## src/sv/dma_slot_ownership_tracker_assert.svh

```systemverilog
// Assertion macros used by the tracker engine module.
// Each expects clk and arst_n in scope.
`ifndef DMA_SLOT_OWNERSHIP_TRACKER_ASSERT_SVH
`define DMA_SLOT_OWNERSHIP_TRACKER_ASSERT_SVH

// Same-cycle implication.
`define DSOT_ASSERT_NOW(label, ante, cons) \
	label: assert property (@(posedge clk) disable iff (!arst_n) (ante) |-> (cons)) \
		else $error("dsot check failed");

// Next-cycle implication.
`define DSOT_ASSERT_NEXT(label, ante, cons) \
	label: assert property (@(posedge clk) disable iff (!arst_n) (ante) |=> (cons)) \
		else $error("dsot check failed");

`endif

```

## src/sv/dsot_pkg.sv

```systemverilog
package dsot_pkg;

	localparam int FUNC_W      = 3;
	localparam int STATUS_W    = 3;
	localparam int IN_TDATA_W  = 112;
	localparam int OUT_TDATA_W = 304;
	localparam int CNT_NUM     = 6;

	localparam int CNT_COMPLETE = 0;
	localparam int CNT_STALE    = 1;
	localparam int CNT_ERROR    = 2;
	localparam int CNT_TIMEOUT  = 3;
	localparam int CNT_FULL     = 4;
	localparam int CNT_FAULT    = 5;

	typedef enum logic [FUNC_W-1:0] {
		FN_SUBMIT     = 3'd0,
		FN_COMPLETE   = 3'd1,
		FN_TIMEOUT    = 3'd2,
		FN_DMA_ERR    = 3'd3,
		FN_FIN_STOP   = 3'd4,
		FN_BEGIN_READ = 3'd5,
		FN_FIN_READ   = 3'd6,
		FN_STOP       = 3'd7
	} func_t;

	typedef enum logic [2:0] {
		PH_FREE     = 3'd0,
		PH_QUEUED   = 3'd1,
		PH_READY    = 3'd2,
		PH_READING  = 3'd3,
		PH_STOPPING = 3'd4
	} phase_t;

	typedef enum logic [STATUS_W-1:0] {
		ST_OK       = 3'd0,
		ST_NO_SLOT  = 3'd1,
		ST_STALE    = 3'd2,
		ST_INVALID  = 3'd3,
		ST_NO_READY = 3'd4
	} status_t;

	typedef struct packed {
		phase_t      phase;
		logic [63:0] seq;
		logic [31:0] cookie;
	} slot_entry_t;

	typedef struct packed {
		logic complete;
		logic stale;
		logic error;
		logic timeout;
		logic full;
		logic fault;
		logic ready_inc;
		logic ready_dec;
	} cnt_evt_t;

	typedef struct packed {
		status_t     status;
		logic [7:0]  slot;
		logic [63:0] seq;
		logic [31:0] cookie;
	} result_t;

endpackage

```

## src/sv/dma_slot_ownership_tracker.sv

```systemverilog
// Targeted ops (complete, stops, finish read) read their slot in S_RD, check it in S_CHECK and
// wait in S_DONE until the output register takes the result. Submit / begin read scan the slot
// memory lowest first, one read per cycle, ending on a hit or once every slot has been read.
// Throughput: one op at a time; the next beat is taken once the result is in the output
// register. A single memory read port serves both the targeted reads and the scan.
// Reset (arst_n low): all slots free (per-slot valid bits clear at once), counters zero.
module dma_slot_ownership_tracker #(
	parameter int SLOT_COUNT = 8
) (
	input  logic                                 clk,
	input  logic                                 arst_n,
	input  logic                                 s_axis_tvalid,
	output logic                                 s_axis_tready,
	// [7:0] slot_sel, [71:8] seq_tag, [103:72] cookie_tag, [104] copy_ok, rest zero
	input  logic [dsot_pkg::IN_TDATA_W-1:0]      s_axis_tdata,
	// [2:0] func
	input  logic [dsot_pkg::FUNC_W-1:0]          s_axis_tuser,
	output logic                                 m_axis_tvalid,
	input  logic                                 m_axis_tready,
	// [7:0] granted_slot, [71:8] granted_seq, [103:72] granted_cookie, [104] readable,
	// [136:105] completions, [168:137] stale_events, [200:169] error_events,
	// [232:201] timeout_events, [264:233] full_events, [296:265] fault_events, rest zero
	output logic [dsot_pkg::OUT_TDATA_W-1:0]     m_axis_tdata,
	// [2:0] status
	output logic [dsot_pkg::STATUS_W-1:0]        m_axis_tuser
);
	import dsot_pkg::*;

	localparam int IDX_W = (SLOT_COUNT > 1) ? $clog2(SLOT_COUNT) : 1;
	localparam int CNT_W = $clog2(SLOT_COUNT + 1);
	localparam int PAD_W = OUT_TDATA_W - (8 + 64 + 32 + 1 + CNT_NUM * 32);

	logic                      start;
	logic                      eng_idle;
	logic                      res_valid;
	logic                      res_take;
	result_t                   res;
	logic                      rd_en;
	logic [IDX_W-1:0]          rd_addr;
	slot_entry_t               rd_entry;
	logic                      wr_en;
	logic [IDX_W-1:0]          wr_addr;
	slot_entry_t               wr_entry;
	cnt_evt_t                  evt;
	logic [CNT_NUM-1:0][31:0]  cnt;
	logic                      readable;

	// output register
	logic                      m_valid_q;
	logic [OUT_TDATA_W-1:0]    m_tdata_q;
	logic [STATUS_W-1:0]       m_tuser_q;

	// input beat is taken whenever the engine is free, even with a result still pending
	assign s_axis_tready = eng_idle;
	assign start         = s_axis_tvalid && eng_idle;

	// engine hands over its result as soon as the output register is empty or draining
	assign res_take = res_valid && (!m_valid_q || m_axis_tready);

	dsot_slot_ram #(
		.SLOT_COUNT(SLOT_COUNT),
		.IDX_W     (IDX_W)
	) u_ram (
		.clk     (clk),
		.arst_n  (arst_n),
		.rd_en   (rd_en),
		.rd_addr (rd_addr),
		.rd_entry(rd_entry),
		.wr_en   (wr_en),
		.wr_addr (wr_addr),
		.wr_entry(wr_entry)
	);

	dsot_event_cnt #(
		.CNT_W     (CNT_W)
	) u_cnt (
		.clk     (clk),
		.arst_n  (arst_n),
		.evt     (evt),
		.cnt     (cnt),
		.readable(readable)
	);

	dsot_engine #(
		.SLOT_COUNT(SLOT_COUNT),
		.IDX_W     (IDX_W),
		.CNT_W     (CNT_W)
	) u_eng (
		.clk       (clk),
		.arst_n    (arst_n),
		.start     (start),
		.func      (func_t'(s_axis_tuser)),
		.slot_sel  (s_axis_tdata[7:0]),
		.seq_tag   (s_axis_tdata[71:8]),
		.cookie_tag(s_axis_tdata[103:72]),
		.copy_ok   (s_axis_tdata[104]),
		.idle      (eng_idle),
		.res_valid (res_valid),
		.res_take  (res_take),
		.res       (res),
		.rd_en     (rd_en),
		.rd_addr   (rd_addr),
		.rd_entry  (rd_entry),
		.wr_en     (wr_en),
		.wr_addr   (wr_addr),
		.wr_entry  (wr_entry),
		.evt       (evt)
	);

	// counters and readable already reflect this op when the engine sits in its done state
	always_ff @(posedge clk or negedge arst_n) begin
		if (!arst_n) begin
			m_valid_q <= 1'b0;
			m_tdata_q <= '0;
			m_tuser_q <= '0;
		end else begin
			if (res_take) begin
				m_valid_q <= 1'b1;
				m_tdata_q <= {PAD_W'(0), cnt, readable, res.cookie, res.seq, res.slot};
				m_tuser_q <= res.status;
			end else if (m_axis_tready) begin
				m_valid_q <= 1'b0;
			end
		end
	end

	assign m_axis_tvalid = m_valid_q;
	assign m_axis_tdata  = m_tdata_q;
	assign m_axis_tuser  = m_tuser_q;

endmodule

```

## src/sv/dsot_slot_ram.sv

```systemverilog
module dsot_slot_ram #(
	parameter int SLOT_COUNT = 8,
	parameter int IDX_W      = 3
) (
	input  logic                      clk,
	input  logic                      arst_n,
	input  logic                      rd_en,
	input  logic [IDX_W-1:0]          rd_addr,
	output dsot_pkg::slot_entry_t     rd_entry,
	input  logic                      wr_en,
	input  logic [IDX_W-1:0]          wr_addr,
	input  dsot_pkg::slot_entry_t     wr_entry
);
	import dsot_pkg::*;

	slot_entry_t             mem_q [SLOT_COUNT];
	logic [SLOT_COUNT-1:0]   vld_q;
	slot_entry_t             rdata_s1;
	logic                    rvld_s1;

	always_ff @(posedge clk) begin
		if (wr_en) begin
			mem_q[wr_addr] <= wr_entry;
		end
		if (rd_en) begin
			rdata_s1 <= mem_q[rd_addr];
		end
	end

	// never-written entries read back as free with zero tags
	always_ff @(posedge clk or negedge arst_n) begin
		if (!arst_n) begin
			vld_q   <= '0;
			rvld_s1 <= 1'b0;
		end else begin
			if (wr_en) begin
				vld_q[wr_addr] <= 1'b1;
			end
			if (rd_en) begin
				rvld_s1 <= vld_q[rd_addr];
			end
		end
	end

	assign rd_entry = rvld_s1 ? rdata_s1 :
		slot_entry_t'{phase: PH_FREE, seq: '0, cookie: '0};

endmodule

```

## src/sv/dsot_event_cnt.sv

```systemverilog
module dsot_event_cnt #(
	parameter int CNT_W      = 4
) (
	input  logic                                  clk,
	input  logic                                  arst_n,
	input  dsot_pkg::cnt_evt_t                    evt,
	output logic [dsot_pkg::CNT_NUM-1:0][31:0]    cnt,
	output logic                                  readable
);
	import dsot_pkg::*;

	logic [CNT_NUM-1:0][31:0] cnt_q;
	logic [CNT_W-1:0]         ready_total_q;

	always_ff @(posedge clk or negedge arst_n) begin
		if (!arst_n) begin
			cnt_q         <= '0;
			ready_total_q <= '0;
		end else begin
			if (evt.complete) cnt_q[CNT_COMPLETE] <= cnt_q[CNT_COMPLETE] + 32'd1;
			if (evt.stale)    cnt_q[CNT_STALE]    <= cnt_q[CNT_STALE] + 32'd1;
			if (evt.error)    cnt_q[CNT_ERROR]    <= cnt_q[CNT_ERROR] + 32'd1;
			if (evt.timeout)  cnt_q[CNT_TIMEOUT]  <= cnt_q[CNT_TIMEOUT] + 32'd1;
			if (evt.full)     cnt_q[CNT_FULL]     <= cnt_q[CNT_FULL] + 32'd1;
			if (evt.fault)    cnt_q[CNT_FAULT]    <= cnt_q[CNT_FAULT] + 32'd1;
			// ready count never exceeds the slot count
			if (evt.ready_inc) begin
				ready_total_q <= ready_total_q + CNT_W'(1);
			end else if (evt.ready_dec) begin
				ready_total_q <= ready_total_q - CNT_W'(1);
			end
		end
	end

	assign cnt      = cnt_q;
	assign readable = (ready_total_q != '0);

endmodule

```

## src/sv/dsot_engine.sv

```systemverilog
`include "dma_slot_ownership_tracker_assert.svh"

module dsot_engine #(
	parameter int SLOT_COUNT = 8,
	parameter int IDX_W      = 3,
	parameter int CNT_W      = 4
) (
	input  logic                   clk,
	input  logic                   arst_n,
	input  logic                   start,
	input  dsot_pkg::func_t        func,
	input  logic [7:0]             slot_sel,
	input  logic [63:0]            seq_tag,
	input  logic [31:0]            cookie_tag,
	input  logic                   copy_ok,
	output logic                   idle,
	output logic                   res_valid,
	input  logic                   res_take,
	output dsot_pkg::result_t      res,
	output logic                   rd_en,
	output logic [IDX_W-1:0]       rd_addr,
	input  dsot_pkg::slot_entry_t  rd_entry,
	output logic                   wr_en,
	output logic [IDX_W-1:0]       wr_addr,
	output dsot_pkg::slot_entry_t  wr_entry,
	output dsot_pkg::cnt_evt_t     evt
);
	import dsot_pkg::*;

	typedef enum logic [2:0] {
		S_IDLE,
		S_RD,
		S_CHECK,
		S_SCAN,
		S_DONE
	} state_t;

	state_t            state_q;
	func_t             func_q;
	logic [7:0]        sel_q;
	logic [63:0]       seq_q;
	logic [31:0]       cookie_q;
	logic              copy_ok_q;
	logic [63:0]       last_seq_q;
	logic [CNT_W-1:0]  iss_q;
	logic              pend_s1;
	logic [IDX_W-1:0]  chk_idx_s1;
	result_t           res_q;

	result_t           res_d;
	logic              fin;
	logic              hit;
	logic              sel_ok;
	logic              tags_ok;
	logic              exhausted;
	phase_t            scan_tgt;
	logic [63:0]       nxt_seq;

	assign sel_ok    = (sel_q < 8'(SLOT_COUNT));
	assign tags_ok   = (rd_entry.seq == seq_q) && (rd_entry.cookie == cookie_q);
	assign exhausted = (iss_q == CNT_W'(SLOT_COUNT));
	assign scan_tgt  = (func_q == FN_SUBMIT) ? PH_FREE : PH_READY;
	assign nxt_seq   = last_seq_q + 64'd1;

	always_comb begin
		rd_en    = 1'b0;
		rd_addr  = '0;
		wr_en    = 1'b0;
		wr_addr  = sel_q[IDX_W-1:0];
		wr_entry = rd_entry;
		evt      = '0;
		res_d    = '{status: ST_OK, slot: '0, seq: '0, cookie: '0};
		fin      = 1'b0;
		hit      = 1'b0;
		unique case (state_q)
			S_RD: begin
				rd_en   = sel_ok;
				rd_addr = sel_q[IDX_W-1:0];
			end
			S_CHECK: begin
				fin = 1'b1;
				unique case (func_q)
					FN_COMPLETE: begin
						if (sel_ok && rd_entry.phase == PH_QUEUED && tags_ok) begin
							wr_en          = 1'b1;
							wr_entry.phase = PH_READY;
							evt.complete   = 1'b1;
							evt.ready_inc  = 1'b1;
						end else begin
							res_d.status = ST_STALE;
							evt.stale    = 1'b1;
						end
					end
					FN_TIMEOUT, FN_DMA_ERR, FN_STOP: begin
						if (sel_ok && rd_entry.phase == PH_QUEUED && tags_ok) begin
							wr_en          = 1'b1;
							wr_entry.phase = PH_STOPPING;
							evt.timeout    = (func_q == FN_TIMEOUT);
							evt.error      = (func_q == FN_DMA_ERR);
						end else begin
							res_d.status = ST_INVALID;
						end
					end
					FN_FIN_STOP: begin
						if (sel_ok && rd_entry.phase == PH_STOPPING && tags_ok) begin
							wr_en          = 1'b1;
							wr_entry.phase = PH_FREE;
						end else begin
							res_d.status = ST_INVALID;
						end
					end
					FN_FIN_READ: begin
						// tags are not checked on finish read
						if (sel_ok && rd_entry.phase == PH_READING) begin
							wr_en = 1'b1;
							if (copy_ok_q) begin
								wr_entry.phase = PH_FREE;
							end else begin
								wr_entry.phase = PH_READY;
								evt.ready_inc  = 1'b1;
								evt.fault      = 1'b1;
							end
						end else begin
							res_d.status = ST_INVALID;
						end
					end
					FN_SUBMIT, FN_BEGIN_READ: begin
					end
				endcase
			end
			S_SCAN: begin
				wr_addr = chk_idx_s1;
				if (pend_s1 && rd_entry.phase == scan_tgt) begin
					hit        = 1'b1;
					fin        = 1'b1;
					wr_en      = 1'b1;
					res_d.slot = 8'(chk_idx_s1);
					if (func_q == FN_SUBMIT) begin
						wr_entry     = '{phase: PH_QUEUED, seq: nxt_seq, cookie: cookie_q};
						res_d.seq    = nxt_seq;
						res_d.cookie = cookie_q;
					end else begin
						wr_entry.phase = PH_READING;
						res_d.seq      = rd_entry.seq;
						evt.ready_dec  = 1'b1;
					end
				end else if (!pend_s1 && exhausted) begin
					fin = 1'b1;
					if (func_q == FN_SUBMIT) begin
						res_d.status = ST_NO_SLOT;
						evt.full     = 1'b1;
					end else begin
						res_d.status = ST_NO_READY;
					end
				end else begin
					rd_en   = !exhausted;
					rd_addr = iss_q[IDX_W-1:0];
				end
			end
			default: begin
			end
		endcase
	end

	always_ff @(posedge clk or negedge arst_n) begin
		if (!arst_n) begin
			state_q    <= S_IDLE;
			func_q     <= FN_SUBMIT;
			sel_q      <= '0;
			seq_q      <= '0;
			cookie_q   <= '0;
			copy_ok_q  <= 1'b0;
			last_seq_q <= '0;
			iss_q      <= '0;
			pend_s1    <= 1'b0;
			chk_idx_s1 <= '0;
			res_q      <= '{status: ST_OK, slot: '0, seq: '0, cookie: '0};
		end else begin
			unique case (state_q)
				S_IDLE: begin
					if (start) begin
						func_q    <= func;
						sel_q     <= slot_sel;
						seq_q     <= seq_tag;
						cookie_q  <= cookie_tag;
						copy_ok_q <= copy_ok;
						iss_q     <= '0;
						pend_s1   <= 1'b0;
						state_q   <= (func == FN_SUBMIT || func == FN_BEGIN_READ) ?
							S_SCAN : S_RD;
					end
				end
				S_RD: begin
					state_q <= S_CHECK;
				end
				S_CHECK: begin
					res_q   <= res_d;
					state_q <= S_DONE;
				end
				S_SCAN: begin
					if (fin) begin
						res_q   <= res_d;
						state_q <= S_DONE;
						if (hit && func_q == FN_SUBMIT) begin
							last_seq_q <= nxt_seq;
						end
					end else begin
						pend_s1    <= rd_en;
						chk_idx_s1 <= iss_q[IDX_W-1:0];
						iss_q      <= iss_q + CNT_W'(rd_en);
					end
				end
				S_DONE: begin
					if (res_take) begin
						state_q <= S_IDLE;
					end
				end
				default: begin
					state_q <= S_IDLE;
				end
			endcase
		end
	end

	assign idle      = (state_q == S_IDLE);
	assign res_valid = (state_q == S_DONE);
	assign res       = res_q;

	`DSOT_ASSERT_NOW(a_wr_phase, wr_en, state_q == S_CHECK || state_q == S_SCAN)
	`DSOT_ASSERT_NEXT(a_take_idle, res_take, state_q == S_IDLE)
	`DSOT_ASSERT_NOW(a_ready_wr, evt.ready_inc || evt.ready_dec, wr_en)

endmodule
```

## config.mk

```make
export PLATFORM = sky130hd
export DESIGN_NAME = dma_slot_ownership_tracker
export DESIGN_NICKNAME = d
export VERILOG_FILES = /design/src/sv/dsot_pkg.sv /design/src/sv/dma_slot_ownership_tracker.sv /design/src/sv/dsot_slot_ram.sv /design/src/sv/dsot_event_cnt.sv /design/src/sv/dsot_engine.sv
export VERILOG_INCLUDE_DIRS = /design/src /design/src/sv
export SDC_FILE = /design/constraint.sdc
export NUM_CORES = 2
export LEC_CHECK = 0
export BUFFER_PORTS_ARGS = -buffer_cell sky130_fd_sc_hd__buf_2
export CAP_MARGIN = 15
export CORE_AREA = 2 2 361 363
export DETAILED_ROUTE_END_ITERATION = 6
export DIE_AREA = 0 0 363 365
export PLACE_DENSITY = 0.72
export SYNTH_ARGS = -nofsm -noshare
export SYNTH_HDL_FRONTEND = slang
export SYNTH_SLANG_ARGS = --single-unit
```

## constraint.sdc

```tcl
create_clock -name clk -period 8 [get_ports clk]
set_input_delay 0.8 -clock clk [delete_from_list [all_inputs] [get_ports clk]]
set_output_delay 0.8 -clock clk [all_outputs]
set_load 0.02 [all_outputs]
```

* Word level (Yosys, flattened, before mapping) *
Memories as Yosys holds them, arrays and structs flattened. A register that Yosys moved wholly into a read port is not among the register bits.
Cells that the tools add are included.

word-level totals
  register bits = 796
  memories = 1
  input bits = 119
  memory bits (writable) = 792
  output and inout bits = 309
  logic and storage cells = 181

cells by class
  equality and inequality tests = 22
  reductions and logical operators = 33
  $add $sub $neg = 10
  magnitude comparators = 4
  bitwise operators = 2
  muxes and demuxes = 83

memory list
  name         words  bits a word  read ports  clocked after memory_dff  write ports  RTL line             text
  u_ram.mem_q  8      99           1           1                         1            dsot_slot_ram.sv:16  slot_entry_t mem_q [SLOT_COUNT];

operators by type and width
  kind                   number
  $mux 99                3
  $pmux 107 s2           1
  $add 32x1->32 const B  6
  $mux 96                2
  $mux 107               1
  $mux 104               1
  $add 64x1->64 const B  1
  $eq 64x64->1           1
  $mux 64                1
  $mux 3                 14
  $eq 32x32->1           1
  $mux 32                1
  $mux 2                 14
  $mux 1                 26
  $pmux 3 s4             2
  $mux 4                 5
  $eq 3x3->1 const B     6
  $eq 3x2->1 const B     5
  $pmux 3 s5             1
  $logic_and 1x1->1      12
  $pmux 3 s2             2
  $pmux 1 s2             5
  $eq 3x1->1 const B     3
  $logic_not 3->1        3
  24 further kinds       37

* Logic depth before layout (Yosys ltp) *
  depth in word-level cells = 9
  gate-level depth with buffers = 17
  gate-level depth less buffers = 13

* Hierarchy *
From an unflattened synthesis, not the netlist that was laid out.

second synthesis, totals
  cell total of the unflattened synthesis = 4,582
  area, all modules = 70,550.2 um2

modules (own cells, without submodules)
  module                      instances  sequential area each (um2)  area each (um2)  cells an instance
  dsot_slot_ram               1          26,980.9                    33,986.3         1,391
  dsot_engine                 1          7,131.8                     14,966.9         1,776
  dma_slot_ownership_tracker  1          7,532.2                     12,743.5         647
  dsot_event_cnt              1          4,904.7                     8,853.5          768

* Worst setup path before layout *
OpenSTA, ideal clock, no wires.

  path kind = reg-to-reg
  from = register u_eng.func_q[2]
  to = register u_eng.iss_q[3]
  arrival time = 7.754 ns
  data required time = 7.922 ns
  clock period less this slack = 7.832 ns
  slack = 0.168 ns
  library setup time = 0.078 ns
  stages on the path, launching flop included = 13
  buffers on the path = 3
  path through = dfrtp_1 > buf_4 > or3_1 > buf_2 > mux2_4 > a21oi_2 > buf_4 > inv_1 > o2bb2ai_1 > ha_1 > nand3_1 > or3_1 > a21oi_1

between the ends
  cells in the longest elaborated chain, start to end = 9
  elaborated cells on any way between the ends = 13
  those cells by class = add/sub (1); eq/ne (2); mux (7); reduce/logical (3)

RTL lines
  what                      RTL line                          text
  start: declaration        dsot_engine.sv:39                 func_t func_q;
  start signal: assignment  dsot_engine.sv:182                func_q <= func;
  $logic_not 3->1           dsot_engine.sv:62                 assign scan_tgt = (func_q == FN_SUBMIT) ? PH_FREE : PH_READY;
  $mux 2                    dsot_engine.sv:62
  $eq 3x3->1                dsot_engine.sv:133                if (pend_s1 && rd_entry.phase == scan_tgt) begin
  $logic_and 1x1->1         dsot_engine.sv:133
  $mux 1                    dsot_engine.sv:133
  $pmux 1 s2                dsot_engine.sv:75                 unique case (state_q)
  via rd_en                 dma_slot_ownership_tracker.sv:38  logic rd_en;
  $add 4x1->4               dsot_engine.sv:210                iss_q <= iss_q + CNT_W'(rd_en);
  $mux 4                    dsot_engine.sv:201                if (fin) begin
  $pmux 4 s2                dsot_engine.sv:179                unique case (state_q)
  end signal: assignment    dsot_engine.sv:210
  end: declaration          dsot_engine.sv:45                 logic [CNT_W-1:0] iss_q;

The timed path passes the listed nets, and every way through them passes these cells. The select of a mux whose other input is x is not followed.
A chain may end at the register's enable or synchronous reset.

* Worst setup path after layout *
  from = register u_ram.rvld_s1
  to = memory u_ram.mem_q[6][58] (netlist name) (enable)

between the ends
  cells in the longest elaborated chain, start to end = 9
  elaborated cells on any way between the ends = 22
  those cells by class = eq/ne (6); mux (9); reduce/logical (7)

RTL lines
  what                                  RTL line                                                  text
  start: declaration                    dsot_slot_ram.sv:19                                       logic rvld_s1;
  start signal: assignment              dsot_slot_ram.sv:40                                       rvld_s1 <= vld_q[rd_addr];
  $mux 99 (*)                           dsot_slot_ram.sv:45                                       assign rd_entry = rvld_s1 ? rdata_s1 :
  $eq 64x64->1 (tied with other cells)  dsot_engine.sv:60                                         assign tags_ok = (rd_entry.seq == seq_q) && (rd_entry.cookie == cookie_q);
  $logic_and 1x1->1 (on tied branches)  --
  $logic_and 1x1->1 (on tied branches)  dsot_engine.sv:105, dsot_engine.sv:84, dsot_engine.sv:95
  $mux 1 (on tied branches)             dsot_engine.sv:105, dsot_engine.sv:84, dsot_engine.sv:95
  $pmux 1 s3                            dsot_engine.sv:82                                         unique case (func_q)
  $pmux 1 s2 (*)                        dsot_engine.sv:75
  $mux 1 (*)                            dsot_slot_ram.sv:22                                       if (wr_en) begin
  $mux 1 (implied by the code) (*)      dsot_slot_ram.sv:23                                       mem_q[wr_addr] <= wr_entry;
  end: declaration                      dsot_slot_ram.sv:16

Every way passes the cells marked *; elsewhere a longest branch is shown, timed or not.

==> flow_summary.json <==
{
  "synth_edf_count": 891,
  "post-route-period-util_pct": 74.09,
  "slowest_delay_ns": 1.13,
  "synth_top_family_by_area": "simple AND/OR/NAND/NOR gates",
  "drt_pre_antenna_iters": 6,
  "ctsHoldBuffers": 0,
  "dp_cells": 7687,
  "die_w_um": 363,
  "ys_seq_area_share_pct": 66.02,
  "yosys.area_share.simple_pct": 17.16,
  "finalSetupViolations": 0,
  "area_growth_pct": 13.33,
  "path_cells": "buf_12 -> nand4b_1 -> o22ai_1 -> o22ai_1 -> nor4_1 -> nand4_2 -> nor4_1 -> a221oi_1 -> buf_4 -> nor2_4 -> buf_12",
  "grt_max_degree": 211,
  "syn_area_mm2": 0.07032,
  "syn_inst": 5868,
  "final_cell_mix": "1409 x nand2_1, 891 x edfxtp_1, 785 x dfrtp_1",
  "drt-total-wl_um": 187200,
  "gp_congestion": 0.8754,
  "drtIter0Drc": 5535,
  "setup_ws_ns": 2.073,
  "cp-start-kind": "register",
  "ctsLongestPathBuffers": 3,
  "grt_setup_unrepaired": "false",
  "synth_ff_type": "edfxtp_1",
  "synthArstFlopShare_pct": 46.87,
  "num_rows": 132,
  "grt.overflow.total": 0,
  "yosysTopAreaCellShare_pct": 38.05,
  "synth.avg_cell_area_um2": 11.98,
  "cts-root-buf": "clkbuf_16",
  "coreArea_mm2": 0.1287,
  "fp.dieArea_mm2": 0.1325,
  "synthXorXnorAreaFrac_pct": 4.496,
  "place_hpwl_um": 112500,
  "routedWlPerCell_um": 23.37,
  "synth_compound_area_share_pct": 5.014,
  "end_kind": "register",
  "setup_tns_ns": 0,
  "worstPathMaxFanout": 110,
  "layout_min_cycle_time_ns": 5.927,
  "rr_startpoint": "u_ram.rvld_s1$_DFFE_PN0P_",
  "cp_data_arrival_time_ns": 6.35,
  "via_per_inst": 6.023,
  "max_freq_ghz": 0.1687,
  "status": "finished clean",
  "slew_viol_final": 0,
  "synth_area_leader_cell": "edfxtp_1",
  "cts_resized": 0,
  "powerDensity_mw_per_mm2": 300.7,
  "use_met2_pct": 43.13,
  "worstMarginPinSlew_ns": 1.379,
  "via_count": 48270,
  "cts-buffers-inserted": 172,
  "num-nets-final": 6317,
  "drc_errors": 0,
  "met1_usage_pct": 39.39,
  "skew_ns": 0.04260,
  "slew_headroom_pct": 8.056,
  "yosysWarnings": 0,
  "hold_violations": 0,
  "yosys-top-cells-area": "edfxtp_1 38%, dfrtp_1 28%, nand2_1 7.5%, mux2_2 4.7%, nand3_1 4.6%",
  "synth.area.mux_share_pct": 4.808,
  "synth_adder_area_share_pct": 0.2242,
  "leakagePower_nw": 34.67,
  "grt_pass1_wl_um": 282200,
  "start_util_pct": 54.66,
  "grt_pass1_vias": 45770,
  "portBuffers": 408,
  "reg2reg_setup_slack_ns": 2.07,
  "instances_no_fill": 8013,
  "reg2reg_depth": 11,
  "cts.sinks": 1677,
  "drv_cap": 0,
  "num_io_pins": 428,
  "htree_levels": 4,
  "cts.clk_slew.worst_paths_ns": 0.06,
  "antenna_left": 0,
  "worstSetupPathType": "register to register",
  "worstReg2RegEnd": "u_ram.mem_q[6][58]$_DFFE_PP_",
  "tritoncts": "yes",
  "max-vdd-ir-drop_mv": 0.2862,
  "antenna_found_initial": 7,
  "ys_ff_latch": 1677,
  "dp_slack_ns": 2.411,
  "hp-class": "input pin to asynchronous set/reset pin",
  "use_met3_pct": 6.205,
  "synth_cell_types": 71,
  "final_common_cell": "nand2_1",
  "slowest_stage": "dfrtp_4",
  "cts_setup_buffers": 0,
  "top_usage_layer": "met2",
  "required_ns": 8.43,
  "chipHeight_um": 365,
  "worstSkewPairLatency_ns": 0.81,
  "drive_gt1_share_pct": 17.22,
  "grt_usage_pct": 28.00
}
-- flip-flops by register name, summed over array words and instances, names as in the netlist, 3 cells and up --
signal	cells
u_ram.vld_q	8
u_cnt.cnt	192
u_eng.cookie_q	32
u_ram.mem_q	792
u_eng.seq_q	64
u_cnt.ready_total_q	4
m_axis_tuser	3
u_eng.state_q	3
u_eng.iss_q	4
u_eng.sel_q	8
u_eng.last_seq_q	64
u_eng.chk_idx_s1	3
u_eng.res	102
u_ram.rdata_s1	99
u_eng.func_q	3
m_axis_tdata	292
-- power by group --
group | switching (mW) | internal, mW
registers | 0.965 | 10.1
clock network | 3.38 | 4.70
logic | 3.31 | 1.49
-- routing by layer --
| layer | up-vias | part of all wire [%] |
|---|---|---|
| li1 | 21460 | - |
| met1 | 24050 | 41 |
| met2 | 2381 | 46 |
| met3 | 361 | 9.7 |
| met4 | 8 | 3.4 |
| met5 | - | 0.025 |
-- through the flow --
step,utilization (%),hold slack [ns],power [mW],cell area [um^2]
6_report,61.94,0.03169,23.96,79690
5_1_grt,61.94,0.06044,24.91,79690
4_1_cts,61.94,0.002730,23.99,79690
3_5_place_dp,57.49,0.4545,15.94,73960
3_3_place_gp,57.49,0.4523,15.78,73960
2_1_floorplan,-,0.4378,14.11,70360
-- how the worst max path moves through the flow --
stage	slack, ns	endpoint	depth (start not counted)	from
after CTS	2.37	u_ram.mem_q[4][25]$_DFFE_PP_	11	u_ram.rvld_s1$_DFFE_PN0P_
after detailed placement	2.41	u_ram.mem_q[6][58]$_DFFE_PP_	12	u_ram.rvld_s1$_DFFE_PN0P_
after global routing	1.91	u_ram.mem_q[4][10]$_DFFE_PP_	11	u_ram.rvld_s1$_DFFE_PN0P_
after global placement	2.53	u_ram.mem_q[6][58]$_DFFE_PP_	11	u_ram.rvld_s1$_DFFE_PN0P_
after floorplan	0.17	u_eng.iss_q[3]$_DFFE_PN0P_	12	u_eng.func_q[2]$_DFFE_PN0P_
final	2.07	u_ram.mem_q[6][58]$_DFFE_PP_	11	u_ram.rvld_s1$_DFFE_PN0P_
-- cell families (layout without fill, tap and decap cells) --
kind of cell / after synthesis / in the layout
and+or+nand+nor: 2628 / 2628
xor gates and xnor gates: 361 / 361
buffers and inverters: 363 / 819
AOI/OAI and AO/OA: 526 / 526
adders and majority gates: 12 / 12
muxes: 300 / 300
DFF: 1677 / 1677
other: 1 / 15
-- cell usage after synthesis, types with 11 or more instances --
library cell  number
a21o_1            55
a21oi_1           28
a221o_1           16
a22o_1            86
a31oi_1           16
and2_1            21
and3_1            66
and4_1            23
buf_1             14
buf_2             84
buf_4             28
clkbuf_1         209
dfrtp_1          786
edfxtp_1         891
ha_1              11
inv_1             25
mux2_2           295
nand2_1         1411
nand3_1          653
nand4_1           84
nand4b_1          45
nor2_1           153
nor3_1            81
nor4_1            22
o21a_1            46
o21ai_0          167
o22ai_1           69
xnor2_1          213
xor2_1           148
-- worst max-delay path, delay by kind of cell (launching register included) --
family / cells / cell delay [ns]
compound gates: 3 / 0.64
flops: 1 / 1.13
simple gates: 5 / 2.19
buf+inv: 3 / 1.27
-- area by class of cell --
type / count / area, um^2
diodes: 3 / 7.507
well taps: 1675 / 2096
inverters: 25 / 93.84
clock inverters: 73 / 814.5
flip-flops and latches: 1677 / 46430
fillers: 9722 / 48970
clock buffers: 250 / 4907
multi-input cells: 3839 / 22510
repair buffers: 471 / 2838
(Power assumes the default switching activity.)
